===== src/rtl/bldel_pkg.sv =====
// shared types and constants for the bounded list with delete by value
// no dependencies; used by bldel_ctrl, bldel_dp and the top level
`default_nettype none

package bldel_pkg;

   localparam int OP_BITS       = 3;
   localparam int VALUE_IN_BITS = 16;
   localparam int STATUS_BITS   = 2;
   localparam int COUNT_BITS    = 5;
   localparam int REQ_DATA_BITS = 24;
   localparam int RSP_DATA_BITS = 24;

   localparam logic [OP_BITS-1:0] OP_PUSH_FRONT = 3'd0;
   localparam logic [OP_BITS-1:0] OP_POP_FRONT  = 3'd1;
   localparam logic [OP_BITS-1:0] OP_POP_BACK   = 3'd2;
   localparam logic [OP_BITS-1:0] OP_DELETE     = 3'd3;
   localparam logic [OP_BITS-1:0] OP_DUMP       = 3'd4;

   localparam logic [STATUS_BITS-1:0] ST_OK       = 2'd0;
   localparam logic [STATUS_BITS-1:0] ST_EMPTY    = 2'd1;
   localparam logic [STATUS_BITS-1:0] ST_FULL     = 2'd2;
   localparam logic [STATUS_BITS-1:0] ST_NOTFOUND = 2'd3;

   typedef enum logic [1:0] {
      CTRL_IDLE,
      CTRL_MATCH,
      CTRL_DUMP
   } state_type;

   typedef struct packed {
      logic                   push;
      logic                   pop_head;
      logic                   pop_tail;
      logic                   latch_match;
      logic                   delete_apply;
      logic                   dump_start;
      logic                   dump_step;
      logic                   emit;
      logic [STATUS_BITS-1:0] emit_status;
   } cmd_type;

   typedef struct packed {
      logic count_zero;
      logic count_full;
      logic not_found;
      logic dump_last;
      logic out_free;
   } stat_type;

endpackage

`default_nettype wire


===== src/rtl/bldel_ctrl.sv =====
// controller state machine: decodes request beats and sequences delete and dump
// depends on bldel_pkg
`default_nettype none

module bldel_ctrl (
   input  wire logic                          clock,
   input  wire logic                          reset,
   input  wire logic                          req_tvalid,
   output logic                               req_tready,
   input  wire logic [bldel_pkg::OP_BITS-1:0] req_op,
   input  wire bldel_pkg::stat_type           stat,
   output bldel_pkg::cmd_type                 cmd
);

   bldel_pkg::state_type state_ff;
   bldel_pkg::state_type state_in;
   logic                 accept;

   assign accept = req_tvalid && req_tready;

   always_ff @(posedge clock) begin
      if (reset) begin
         state_ff <= bldel_pkg::CTRL_IDLE;
      end else begin
         state_ff <= state_in;
      end
   end

   always_comb begin
      state_in = state_ff;
      unique case (state_ff)
         bldel_pkg::CTRL_IDLE: begin
            if (accept) begin
               if (req_op == bldel_pkg::OP_DELETE) begin
                  state_in = bldel_pkg::CTRL_MATCH;
               end else if (req_op == bldel_pkg::OP_DUMP && !stat.count_zero) begin
                  state_in = bldel_pkg::CTRL_DUMP;
               end
            end
         end
         bldel_pkg::CTRL_MATCH: begin
            state_in = bldel_pkg::CTRL_IDLE;
         end
         bldel_pkg::CTRL_DUMP: begin
            if (stat.out_free && stat.dump_last) begin
               state_in = bldel_pkg::CTRL_IDLE;
            end
         end
         default: begin
            state_in = bldel_pkg::CTRL_IDLE;
         end
      endcase
   end

   always_comb begin
      cmd        = '0;
      req_tready = 1'b0;
      unique case (state_ff)
         bldel_pkg::CTRL_IDLE: begin
            req_tready = stat.out_free;
            if (req_tvalid && stat.out_free) begin
               unique case (req_op)
                  bldel_pkg::OP_PUSH_FRONT: begin
                     cmd.emit = 1'b1;
                     if (stat.count_full) begin
                        cmd.emit_status = bldel_pkg::ST_FULL;
                     end else begin
                        cmd.push        = 1'b1;
                        cmd.emit_status = bldel_pkg::ST_OK;
                     end
                  end
                  bldel_pkg::OP_POP_FRONT: begin
                     cmd.emit = 1'b1;
                     if (stat.count_zero) begin
                        cmd.emit_status = bldel_pkg::ST_EMPTY;
                     end else begin
                        cmd.pop_head    = 1'b1;
                        cmd.emit_status = bldel_pkg::ST_OK;
                     end
                  end
                  bldel_pkg::OP_POP_BACK: begin
                     cmd.emit = 1'b1;
                     if (stat.count_zero) begin
                        cmd.emit_status = bldel_pkg::ST_EMPTY;
                     end else begin
                        cmd.pop_tail    = 1'b1;
                        cmd.emit_status = bldel_pkg::ST_OK;
                     end
                  end
                  bldel_pkg::OP_DELETE: begin
                     cmd.latch_match = 1'b1;
                  end
                  bldel_pkg::OP_DUMP: begin
                     if (stat.count_zero) begin
                        cmd.emit        = 1'b1;
                        cmd.emit_status = bldel_pkg::ST_EMPTY;
                     end else begin
                        cmd.dump_start = 1'b1;
                     end
                  end
                  default: begin
                  end
               endcase
            end
         end
         bldel_pkg::CTRL_MATCH: begin
            cmd.emit = 1'b1;
            if (stat.not_found) begin
               cmd.emit_status = bldel_pkg::ST_NOTFOUND;
            end else begin
               cmd.delete_apply = 1'b1;
               cmd.emit_status  = bldel_pkg::ST_OK;
            end
         end
         bldel_pkg::CTRL_DUMP: begin
            cmd.dump_step = stat.out_free;
         end
         default: begin
         end
      endcase
   end

endmodule

`default_nettype wire


===== src/rtl/bldel_dp.sv =====
// datapath: row of entry cells with per-cell compare and shift, count, dump index
// and the registered result beat; depends on bldel_pkg
`default_nettype none

module bldel_dp #(
   parameter int DEPTH      = 16,
   parameter int VALUE_BITS = 16
) (
   input  wire logic                                    clock,
   input  wire logic                                    reset,
   input  wire bldel_pkg::cmd_type                      cmd,
   input  wire logic [bldel_pkg::VALUE_IN_BITS-1:0]     req_value,
   input  wire logic                                    rsp_tready,
   output bldel_pkg::stat_type                          stat,
   output logic                                         rsp_tvalid,
   output logic [bldel_pkg::STATUS_BITS-1:0]            rsp_status,
   output logic [bldel_pkg::VALUE_IN_BITS-1:0]          rsp_value,
   output logic [bldel_pkg::COUNT_BITS-1:0]             rsp_count,
   output logic                                         rsp_last
);

   localparam int CNT_W = $clog2(DEPTH + 1);
   localparam int IDX_W = (DEPTH > 1) ? $clog2(DEPTH) : 1;
   localparam int VB    = bldel_pkg::VALUE_IN_BITS;
   localparam int CB    = bldel_pkg::COUNT_BITS;

   logic [VALUE_BITS-1:0] ent_ff [DEPTH];
   logic [VALUE_BITS-1:0] ent_in [DEPTH];
   logic [DEPTH-1:0]      hit_ff;
   logic [DEPTH-1:0]      hit_in;
   logic [DEPTH-1:0]      shift_en;
   logic [CNT_W-1:0]      count_ff;
   logic [CNT_W-1:0]      count_in;
   logic [IDX_W-1:0]      idx_ff;
   logic [IDX_W-1:0]      idx_in;
   logic [VALUE_BITS-1:0] val;
   logic [VALUE_BITS-1:0] dump_entry;

   logic                           rsp_valid_ff;
   logic                           rsp_valid_in;
   logic [bldel_pkg::STATUS_BITS-1:0] rsp_status_ff;
   logic [VB-1:0]                  rsp_value_ff;
   logic [CB-1:0]                  rsp_count_ff;
   logic                           rsp_last_ff;

   assign val = VALUE_BITS'(req_value);

   // per-cell compare against the request value, masked to the live entries
   always_comb begin
      for (int i = 0; i < DEPTH; i++) begin
         hit_in[i] = (ent_ff[i] == val) && (CNT_W'(i) < count_ff);
      end
   end

   // a cell shifts down when the first match lies at or ahead of it
   always_comb begin
      for (int i = 0; i < DEPTH; i++) begin
         shift_en[i] = |(hit_ff & ({DEPTH{1'b1}} >> (DEPTH - 1 - i)));
      end
   end

   always_comb begin
      for (int i = 0; i < DEPTH; i++) begin
         ent_in[i] = ent_ff[i];
         if (cmd.push) begin
            ent_in[i] = (i == 0) ? val : ent_ff[(i > 0) ? i - 1 : 0];
         end else if (cmd.pop_head) begin
            ent_in[i] = ent_ff[(i < DEPTH - 1) ? i + 1 : i];
         end else if (cmd.delete_apply && shift_en[i]) begin
            ent_in[i] = ent_ff[(i < DEPTH - 1) ? i + 1 : i];
         end
      end
   end

   always_ff @(posedge clock) begin
      for (int i = 0; i < DEPTH; i++) begin
         ent_ff[i] <= ent_in[i];
      end
      if (cmd.latch_match) begin
         hit_ff <= hit_in;
      end
   end

   always_comb begin
      count_in = count_ff;
      if (cmd.push) begin
         count_in = count_ff + CNT_W'(1);
      end else if (cmd.pop_head || cmd.pop_tail || cmd.delete_apply) begin
         count_in = count_ff - CNT_W'(1);
      end
   end

   always_comb begin
      idx_in = idx_ff;
      if (cmd.dump_start) begin
         idx_in = '0;
      end else if (cmd.dump_step) begin
         idx_in = idx_ff + IDX_W'(1);
      end
   end

   always_ff @(posedge clock) begin
      if (reset) begin
         count_ff <= '0;
         idx_ff   <= '0;
      end else begin
         count_ff <= count_in;
         idx_ff   <= idx_in;
      end
   end

   assign dump_entry = ent_ff[idx_ff];

   assign stat.count_zero = (count_ff == '0);
   assign stat.count_full = (count_ff == CNT_W'(DEPTH));
   assign stat.not_found  = ~|hit_ff;
   assign stat.dump_last  = ((CNT_W'(idx_ff) + CNT_W'(1)) == count_ff);
   assign stat.out_free   = !rsp_valid_ff || rsp_tready;

   // result beat register
   always_comb begin
      rsp_valid_in = rsp_valid_ff && !rsp_tready;
      if (cmd.emit || cmd.dump_step) begin
         rsp_valid_in = 1'b1;
      end
   end

   always_ff @(posedge clock) begin
      if (reset) begin
         rsp_valid_ff <= 1'b0;
      end else begin
         rsp_valid_ff <= rsp_valid_in;
      end
   end

   always_ff @(posedge clock) begin
      if (cmd.emit) begin
         rsp_status_ff <= cmd.emit_status;
         rsp_value_ff  <= '0;
         rsp_count_ff  <= CB'(count_in);
         rsp_last_ff   <= 1'b1;
      end else if (cmd.dump_step) begin
         rsp_status_ff <= bldel_pkg::ST_OK;
         rsp_value_ff  <= VB'(dump_entry);
         rsp_count_ff  <= CB'(count_in);
         rsp_last_ff   <= stat.dump_last;
      end
   end

   assign rsp_tvalid = rsp_valid_ff;
   assign rsp_status = rsp_status_ff;
   assign rsp_value  = rsp_value_ff;
   assign rsp_count  = rsp_count_ff;
   assign rsp_last   = rsp_last_ff;

endmodule

`default_nettype wire


===== src/rtl/bounded_list_with_delete_by_value.sv =====
// push and pops give their result beat in the cycle after the request beat; delete latches
// the per-cell compare, then shifts and registers its result beat in the match state; dump
// clears the dump index, then gives one entry beat per cycle while the result side accepts
// throughput: 1 request per cycle for push and pops while the result side accepts; a delete or
// a non-empty dump holds off new requests until it has finished
// reset: synchronous, clears count, dump index, controller state and result valid; entries are not cleared
`default_nettype none

module bounded_list_with_delete_by_value #(
   parameter int DEPTH      = 16,
   parameter int VALUE_BITS = 16
) (
   input  wire logic                                  clock,
   input  wire logic                                  reset,
   input  wire logic                                  req_tvalid,
   output logic                                       req_tready,
   // operation[2:0], value[18:3], zero pad
   input  wire logic [bldel_pkg::REQ_DATA_BITS-1:0]   req_tdata,
   output logic                                       rsp_tvalid,
   input  wire logic                                  rsp_tready,
   // status[1:0], entry_value[17:2], entry_count[22:18], zero pad
   output logic [bldel_pkg::RSP_DATA_BITS-1:0]        rsp_tdata,
   output logic                                       rsp_tlast
);

   localparam int OPB = bldel_pkg::OP_BITS;
   localparam int VB  = bldel_pkg::VALUE_IN_BITS;
   localparam int SB  = bldel_pkg::STATUS_BITS;
   localparam int CB  = bldel_pkg::COUNT_BITS;
   localparam int PAD = bldel_pkg::RSP_DATA_BITS - SB - VB - CB;

   bldel_pkg::cmd_type  cmd;
   bldel_pkg::stat_type stat;
   logic [SB-1:0]       rsp_status;
   logic [VB-1:0]       rsp_value;
   logic [CB-1:0]       rsp_count;

   bldel_ctrl u_ctrl (
      .clock      (clock),
      .reset      (reset),
      .req_tvalid (req_tvalid),
      .req_tready (req_tready),
      .req_op     (req_tdata[OPB-1:0]),
      .stat       (stat),
      .cmd        (cmd)
   );

   bldel_dp #(
      .DEPTH      (DEPTH),
      .VALUE_BITS (VALUE_BITS)
   ) u_dp (
      .clock      (clock),
      .reset      (reset),
      .cmd        (cmd),
      .req_value  (req_tdata[OPB+VB-1:OPB]),
      .rsp_tready (rsp_tready),
      .stat       (stat),
      .rsp_tvalid (rsp_tvalid),
      .rsp_status (rsp_status),
      .rsp_value  (rsp_value),
      .rsp_count  (rsp_count),
      .rsp_last   (rsp_tlast)
   );

   assign rsp_tdata = {{PAD{1'b0}}, rsp_count, rsp_value, rsp_status};

endmodule

`default_nettype wire


===== config.mk =====
export PLATFORM = sky130hd
export DESIGN_NAME = bounded_list_with_delete_by_value
export DESIGN_NICKNAME = d
export VERILOG_FILES = /design/src/rtl/bldel_pkg.sv /design/src/rtl/bldel_ctrl.sv /design/src/rtl/bldel_dp.sv /design/src/rtl/bounded_list_with_delete_by_value.sv
export SDC_FILE = /design/constraint.sdc
export NUM_CORES = 1
export LEC_CHECK = 0
export BUFFER_PORTS_ARGS = -buffer_cell sky130_fd_sc_hd__buf_2
export CAP_MARGIN = 25
export CORE_MARGIN = 3
export CORE_UTILIZATION = 36
export DETAILED_ROUTE_END_ITERATION = 8
export MAX_ROUTING_LAYER = met4
export PLACE_DENSITY = 0.57
export SLEW_MARGIN = 20
export SYNTH_ARGS = -nofsm -noshare
export SYNTH_HDL_FRONTEND = slang
export SYNTH_SLANG_ARGS = --single-unit

===== constraint.sdc =====
create_clock -name clock -period 3.4 [get_ports clock]
set_clock_uncertainty 0.2 [all_clocks]
set_input_delay 0.68 -clock clock [delete_from_list [all_inputs] [get_ports clock]]
set_output_delay 0.68 -clock clock [all_outputs]
set_load 0.05 [all_outputs]

==> results of run 1 <==
## cell families (layout without fill, tap and decap cells)
logic type	count (synthesis)	count (layout)	synth area share
XOR/XNOR	270	270	0.130
multiplexers	99	99	0.0988
other	1	2	0.000206
adder cells (fa/ha/maj)	5	5	0.00344
AND/OR/NAND/NOR	947	947	0.218
AO/OA/AOI/OAI	65	65	0.0240
flip-flops	308	308	0.492
buffers and inverters	129	177	0.0336
## worst paths after layout
kind / endpoint / slack (ps) / depth (start not counted) / start
worst max-delay path: u_dp.ent_ff[11][15]$_DFFE_PP_ / 720 / 4 / u_dp.hit_ff[12]$_DFFE_PP_
worst min-delay path: u_dp.rsp_last$_SDFFE_PP1P_ / 270 / 2 / u_dp.rsp_last$_SDFFE_PP1P_
worst max register to register: u_dp.ent_ff[11][15]$_DFFE_PP_ / 720 / 4 / u_dp.hit_ff[12]$_DFFE_PP_
worst min register to register: u_dp.rsp_last$_SDFFE_PP1P_ / 270 / 2 / u_dp.rsp_last$_SDFFE_PP1P_
## final cells by class
cell class	instances	share of cell area
clock buffer	55	0.0512
sequential	308	0.440
inverter	7	0.00166
tap	664	0.0407
antenna	1	0.000123
timing repair buffer	110	0.0405
clock inverter	5	0.00110
multi-input combinational	1387	0.425
## cells in the mapped netlist, drive strengths merged, types with 7 or more instances
library cell / n / area (um^2)
xnor2: 66 / 578
nand4: 24 / 156
dfxtp: 29 / 581
a21oi: 22 / 110
mux2i: 32 / 320
nor3: 16 / 80.1
nor2: 39 / 146
edfxtp: 279 / 8380
buf: 73 / 400
xor2: 204 / 1790
and3: 18 / 113
mux4: 64 / 1440
nand3: 34 / 175
clkbuf: 49 / 185
o21ai: 21 / 105
nor4: 54 / 380
nand2: 741 / 2780
inv: 7 / 26.3
## metal layers
layer | share of wire | track usage | wire length [um]
met5 | 0 | - | 0
met4 | 0.039 | 0.0771 | 2210
met3 | 0.077 | 0.0327 | 4340
met2 | 0.45 | 0.323 | 25100
met1 | 0.44 | 0.296 | 24700
## state kept, by name (all words and copies together) (netlist names)
| register | count |
|---|---|
| u_dp.rsp_status | 2 |
| u_dp.rsp_value | 16 |
| u_dp.idx_ff | 4 |
| u_dp.hit_ff | 16 |
| u_ctrl.state_ff | 2 |
| u_dp.ent_ff | 256 |
| u_dp.rsp_count | 5 |
| u_dp.count_ff | 5 |
| u_dp.rsp_tvalid | 1 |
| u_dp.rsp_last | 1 |
## worst max-delay path, stage by stage, from the launching register on
cell	delay [ps]
edfxtp_1	450
nor4_2	530
nand4_2	330
nand2_1	420
o21ai_2	370
## power by group through the flow
stage | Sequential (mW) | Clock, mW | Combinational (mW)
6_report | 4.52 | 3.66 | 1.22
5_1_grt | 4.54 | 3.87 | 1.32
4_1_cts | 4.52 | 3.73 | 1.22
3_5_place_dp | 4.60 | 0 | 1.21
3_3_place_gp | 4.59 | 0 | 1.20
2_1_floorplan | 4.65 | 0 | 0.719
## stage by stage
stage	cell area [um^2]	total power [mW]	hold WS [ps]	setup slack, ps
after floorplan	18200	5.37	287	117
after global placement	19300	5.79	250	515
after detailed placement	19300	5.81	261	484
after CTS	20400	9.47	263	666
after global routing	20400	9.73	276	598
final	20400	9.41	270	718
==> impl_metrics.tcl, run 1 <==
set metrics [dict create \
    crit_path_end_kind "register" \
    maxSlewViolCount 0 \
    wl_per_cell_um 22.2 \
    grt_pass1_wl_um 84200 \
    first_iter_violations 1290 \
    drc 0 \
    fp.coreArea_mm2 0.0495 \
    dieWidth_um 231 \
    tightest_slew_ps 964 \
    hp-class "reg -> reg" \
    dieArea_mm2 0.0533 \
    path_clk_slew_ps 70 \
    numCtsBuffers 35 \
    start_util 0.368 \
    clock-root-buffer "clkbuf_16" \
    status "finished, final reports clean" \
    grt_max_degree 244 \
    cts_setup_buffers 0 \
    cp-start-kind "register" \
    drtAntennaViolNets 0 \
    port_buffers 48 \
    crit_fanout 16 \
    synth-seq-area-share 0.492 \
    nets 1882 \
    switching_share 0.271 \
    fmax_mhz 373 \
    synthArstFlopShare 0 \
    synth-main-ff-cell "edfxtp_1" \
    grt-ovfl-total 0 \
    worstPathArrival_ps 2660 \
    rsz0062_at_grt "false" \
    syn_avg_cell_area_um2 9.98 \
    vias 13591 \
    cts_num_sinks 308 \
    relSlewSlack 0.357 \
    seq_area_mm2 0.00897 \
    grt_util_all_layers 0.215 \
    setup_viol 0 \
    synth_edf_count 279 \
    period_share 0.789 \
    p_seq_frac 0.481 \
    critical_path_class "reg -> reg" \
    hold_viol 0 \
    ioPinCount 55 \
    final_util 0.412 \
    first_global_vias 13056 \
    synth_seq_cells 308 \
    p_clk_frac 0.389 \
    dp_cells 2475 \
    synth_cell_types 53 \
    tns_ps 0 \
    cts_resized 0 \
    synthCells 1824 \
    stdcell_count 2537 \
    antenna_found_initial 1 \
    area_delta_synth_final_pct 12.0 \
    cap_violations 0 \
    die_h_um 231 \
    period_minus_slack_ps 2680 \
    p_switching_mw 2.55 \
    place_congestion 0.958 \
    layout-drive-gt1-share 0.129 \
    cts_tree "yes" \
    fill_cells 4920 \
    yosysWarnings 0 \
    power.leakage_nw 7.84 \
    finalWirelength_um 56400 \
    mostFrequentLayoutCells "nand2_1, edfxtp_1, xor2_1" \
    powerDensity_mw_per_mm2 461 \
    worst_skew_pair.late_latency_ps 540 \
    postCtsHoldBufs 0 \
    drt_first_pass_iters 5 \
    synth_area_mm2 0.0182 \
    combinationalPowerShare 0.130 \
    ir_worst_vdd_mv 0.352 \
    multi_input_area_mm2 0.00867 \
    intPower_mw 6.85 \
    place_hpwl_um 40700 \
    via_per_inst 5.36 \
    rows 81 \
    cp.required_ps 3380 \
    h-tree-depth 2 \
    mostFrequentLayoutCell "nand2_1" \
    syn-num-nets 1857 \
    clk_path_buf_depth 3 \
]
Power figures use the tool's default switching activity.
==> run 2: changes to the inputs <==
ABC_AREA = 1   (was unset)
clock period = 2.8 ns   (was 3.4 ns; I/O delays follow)
==> run 2 against run 1 <==
  * Utilization decreased by 0.70 points
  * Area after synthesis increased by 7.4%
  * Sequential cell count unchanged
  * Critical path depth increased by 2
  * Non-clock buffer count increased by 33
  * Worst hold slack got worse by 170 ps
  * Synthesized cell count increased by 23%
  * First-iteration DRC count increased by 100%
  * Global-route usage increased by 5.1 points
  * Via count increased by 29%
  * Critical endpoint is now u_dp.hit_ff[9]$_DFFE_PP_
  * Register-to-register slack got worse by 450 ps
==> impl_metrics.tcl, run 2 <==
set metrics [dict create \
    yosysWarnings 0 \
    setup_viol 0 \
    crit_path_top_delay_cell "dfxtp_1" \
    top_register "u_dp.ent_ff" \
    synth-main-ff-cell "edfxtp_1" \
    hp-class "in -> reg" \
    hold_viol 0 \
    grt-ovfl-total 0 \
    numCtsBuffers 36 \
    syn-num-nets 2279 \
    maxSlewViolCount 0 \
    period_minus_slack_ps 2530 \
    critical_path_class "reg -> reg" \
    synth-seq-area-share 0.458 \
    cts_num_sinks 308 \
    tightest_slew_ps 819 \
    synth_seq_cells 308 \
    finalWirelength_um 75200 \
    h-tree-depth 2 \
    place_congestion 1.00 \
    nets 2301 \
    crit_path_end_kind "register" \
    dieArea_mm2 0.0571 \
    wl_per_cell_um 25.2 \
    rsz0062_at_grt "false" \
    whs_ps 96.7 \
    worstPathArrival_ps 2660 \
    period_share 0.904 \
    synth_area_mm2 0.0196 \
    grt_max_degree 130 \
    antenna_cells 0 \
    first_iter_violations 2644 \
    cts_setup_buffers 0 \
    synth_cell_types 41 \
    yosys-top-cells-count "nand2_1, edfxtp_1, inv_1, o21ai_2, nand3_1" \
    layout-drive-gt1-share 0.171 \
    die_h_um 239 \
    first_global_vias 16342 \
    cap_violations 0 \
    area_delta_synth_final_pct 10.3 \
    yosysTopAreaCell "edfxtp_1" \
    powerDensity_mw_per_mm2 560 \
    synthArstFlopShare 0 \
    final_util 0.405 \
    ir_worst_vdd_mv 0.320 \
    worst_skew_pair.late_latency_ps 570 \
    yosys.cell_count.top_type "nand2_1" \
    drt_first_pass_iters 6 \
    cp-start-kind "register" \
    postCtsHoldBufs 0 \
    fmax_mhz 395 \
    cp.required_ps 2930 \
    grt_pass1_wl_um 110000 \
    drc 0 \
    grt_util_all_layers 0.266 \
    synth_edf_count 279 \
    slowest_delay_ps 620 \
    clk_path_buf_depth 3 \
    syn_avg_cell_area_um2 8.71 \
    drtAntennaViolNets 0 \
    relSlewSlack 0.453 \
    rows 84 \
    largest_reg_flops 256 \
    cpLargestDelayFamily "simple AND/OR/NAND/NOR gates" \
    synthCells 2246 \
    via_per_inst 5.87 \
    mostFrequentLayoutCell "nand2_1" \
    antenna_found_initial 0 \
    clock-root-buffer "clkbuf_16" \
    path_cells "nor2_4, inv_1, o21ai_0, nor3_1, nand3_1, nor2_1" \
    cts_resized 0 \
    tns_ps 0 \
    port_buffers 48 \
    dieWidth_um 239 \
    start_util 0.368 \
    mostFrequentLayoutCells "nand2_1, edfxtp_1, inv_1" \
    fp.coreArea_mm2 0.0532 \
    synth_area_leaders "edfxtp_1, nand2_1, o21ai_2, inv_1, nand3_1" \
    path_clk_slew_ps 60 \
    cts_tree "yes" \
    place_hpwl_um 54500 \
    crit_fanout 9 \
    power.leakage_nw 8.58 \
    timing.critical_path.buf_inv 1 \
    status "finished, final reports clean" \
    ioPinCount 55 \
    netlist.area_leader.share 0.428 \
    vias 17496 \
]
run 2: changes by cell type after synthesis, sizes merged, moves of 42 or more:
cell / before / now
a21oi: 22 / 111
buf: 73 / 141
inv: 7 / 258
mux4: 64 / 0
nand2: 741 / 466
nand3: 34 / 156
nor2: 39 / 110
o21ai: 21 / 344
o22ai: 2 / 85
xnor2: 66 / 24
xor2: 204 / 79
run 2: where the power goes:
part / switching [mW] / total [mW] / internal, mW
clock network: 2.06 / 4.63 / 2.57
logic: 1.34 / 1.89 / 0.551
registers: 0.245 / 5.56 / 5.31
total: 3.65 / 12.1 / 8.43
run 2: per-stage QoR:
step / setup slack [ps] / std cells / total power, mW / area [um^2]
CTS: 381 / 2982 / 12.1 / 21600
finish: 270 / 2982 / 12.1 / 21600
floorplan: 92.0 / 2246 / 6.82 / 19600
detailed placement: 139 / 2918 / 7.49 / 20500
global placement: 99.7 / 2918 / 7.47 / 20500
global route: 228 / 2982 / 12.4 / 21600
run 2: area by class of cell:
type,instances,area [um^2]
inverters,265,996
well taps,688,861
clock buffers,52,1030
flip-flops and latches,308,8970
clock inverters,12,71.3
fillers,5336,31600
multi-input cells,1514,8460
repair buffers,143,1180
run 2: logic make-up after synthesis:
family | after synthesis | synth area share
AOI/OAI and AO/OA | 626 | 0.212
xor gates and xnor gates | 103 | 0.0461
adders and majority gates | 5 | 0.00320
buffers and inverters | 424 | 0.110
DFF | 308 | 0.458
other | 1 | 0.000192
and+or+nand+nor | 779 | 0.170
run 2: final timing paths:
kind | to | slack [ps] | depth (start not counted) | start
worst min-delay path | u_ctrl.state_ff[1]$_SDFFE_PP0P_ | 100 | 2 | reset
worst max register to register | u_dp.hit_ff[9]$_DFFE_PP_ | 270 | 6 | u_dp.count_ff[3]$_SDFF_PP0_
worst max-delay path | u_dp.hit_ff[9]$_DFFE_PP_ | 270 | 6 | u_dp.count_ff[3]$_SDFF_PP0_
worst min register to register | u_dp.rsp_last$_SDFFE_PP1P_ | 290 | 2 | u_dp.rsp_last$_SDFFE_PP1P_
run 2: layer usage:
layer,part of all wire,global-route usage
met1,0.41,0.369
met2,0.42,0.374
met3,0.12,0.0626
met4,0.044,0.105
met5,0,-
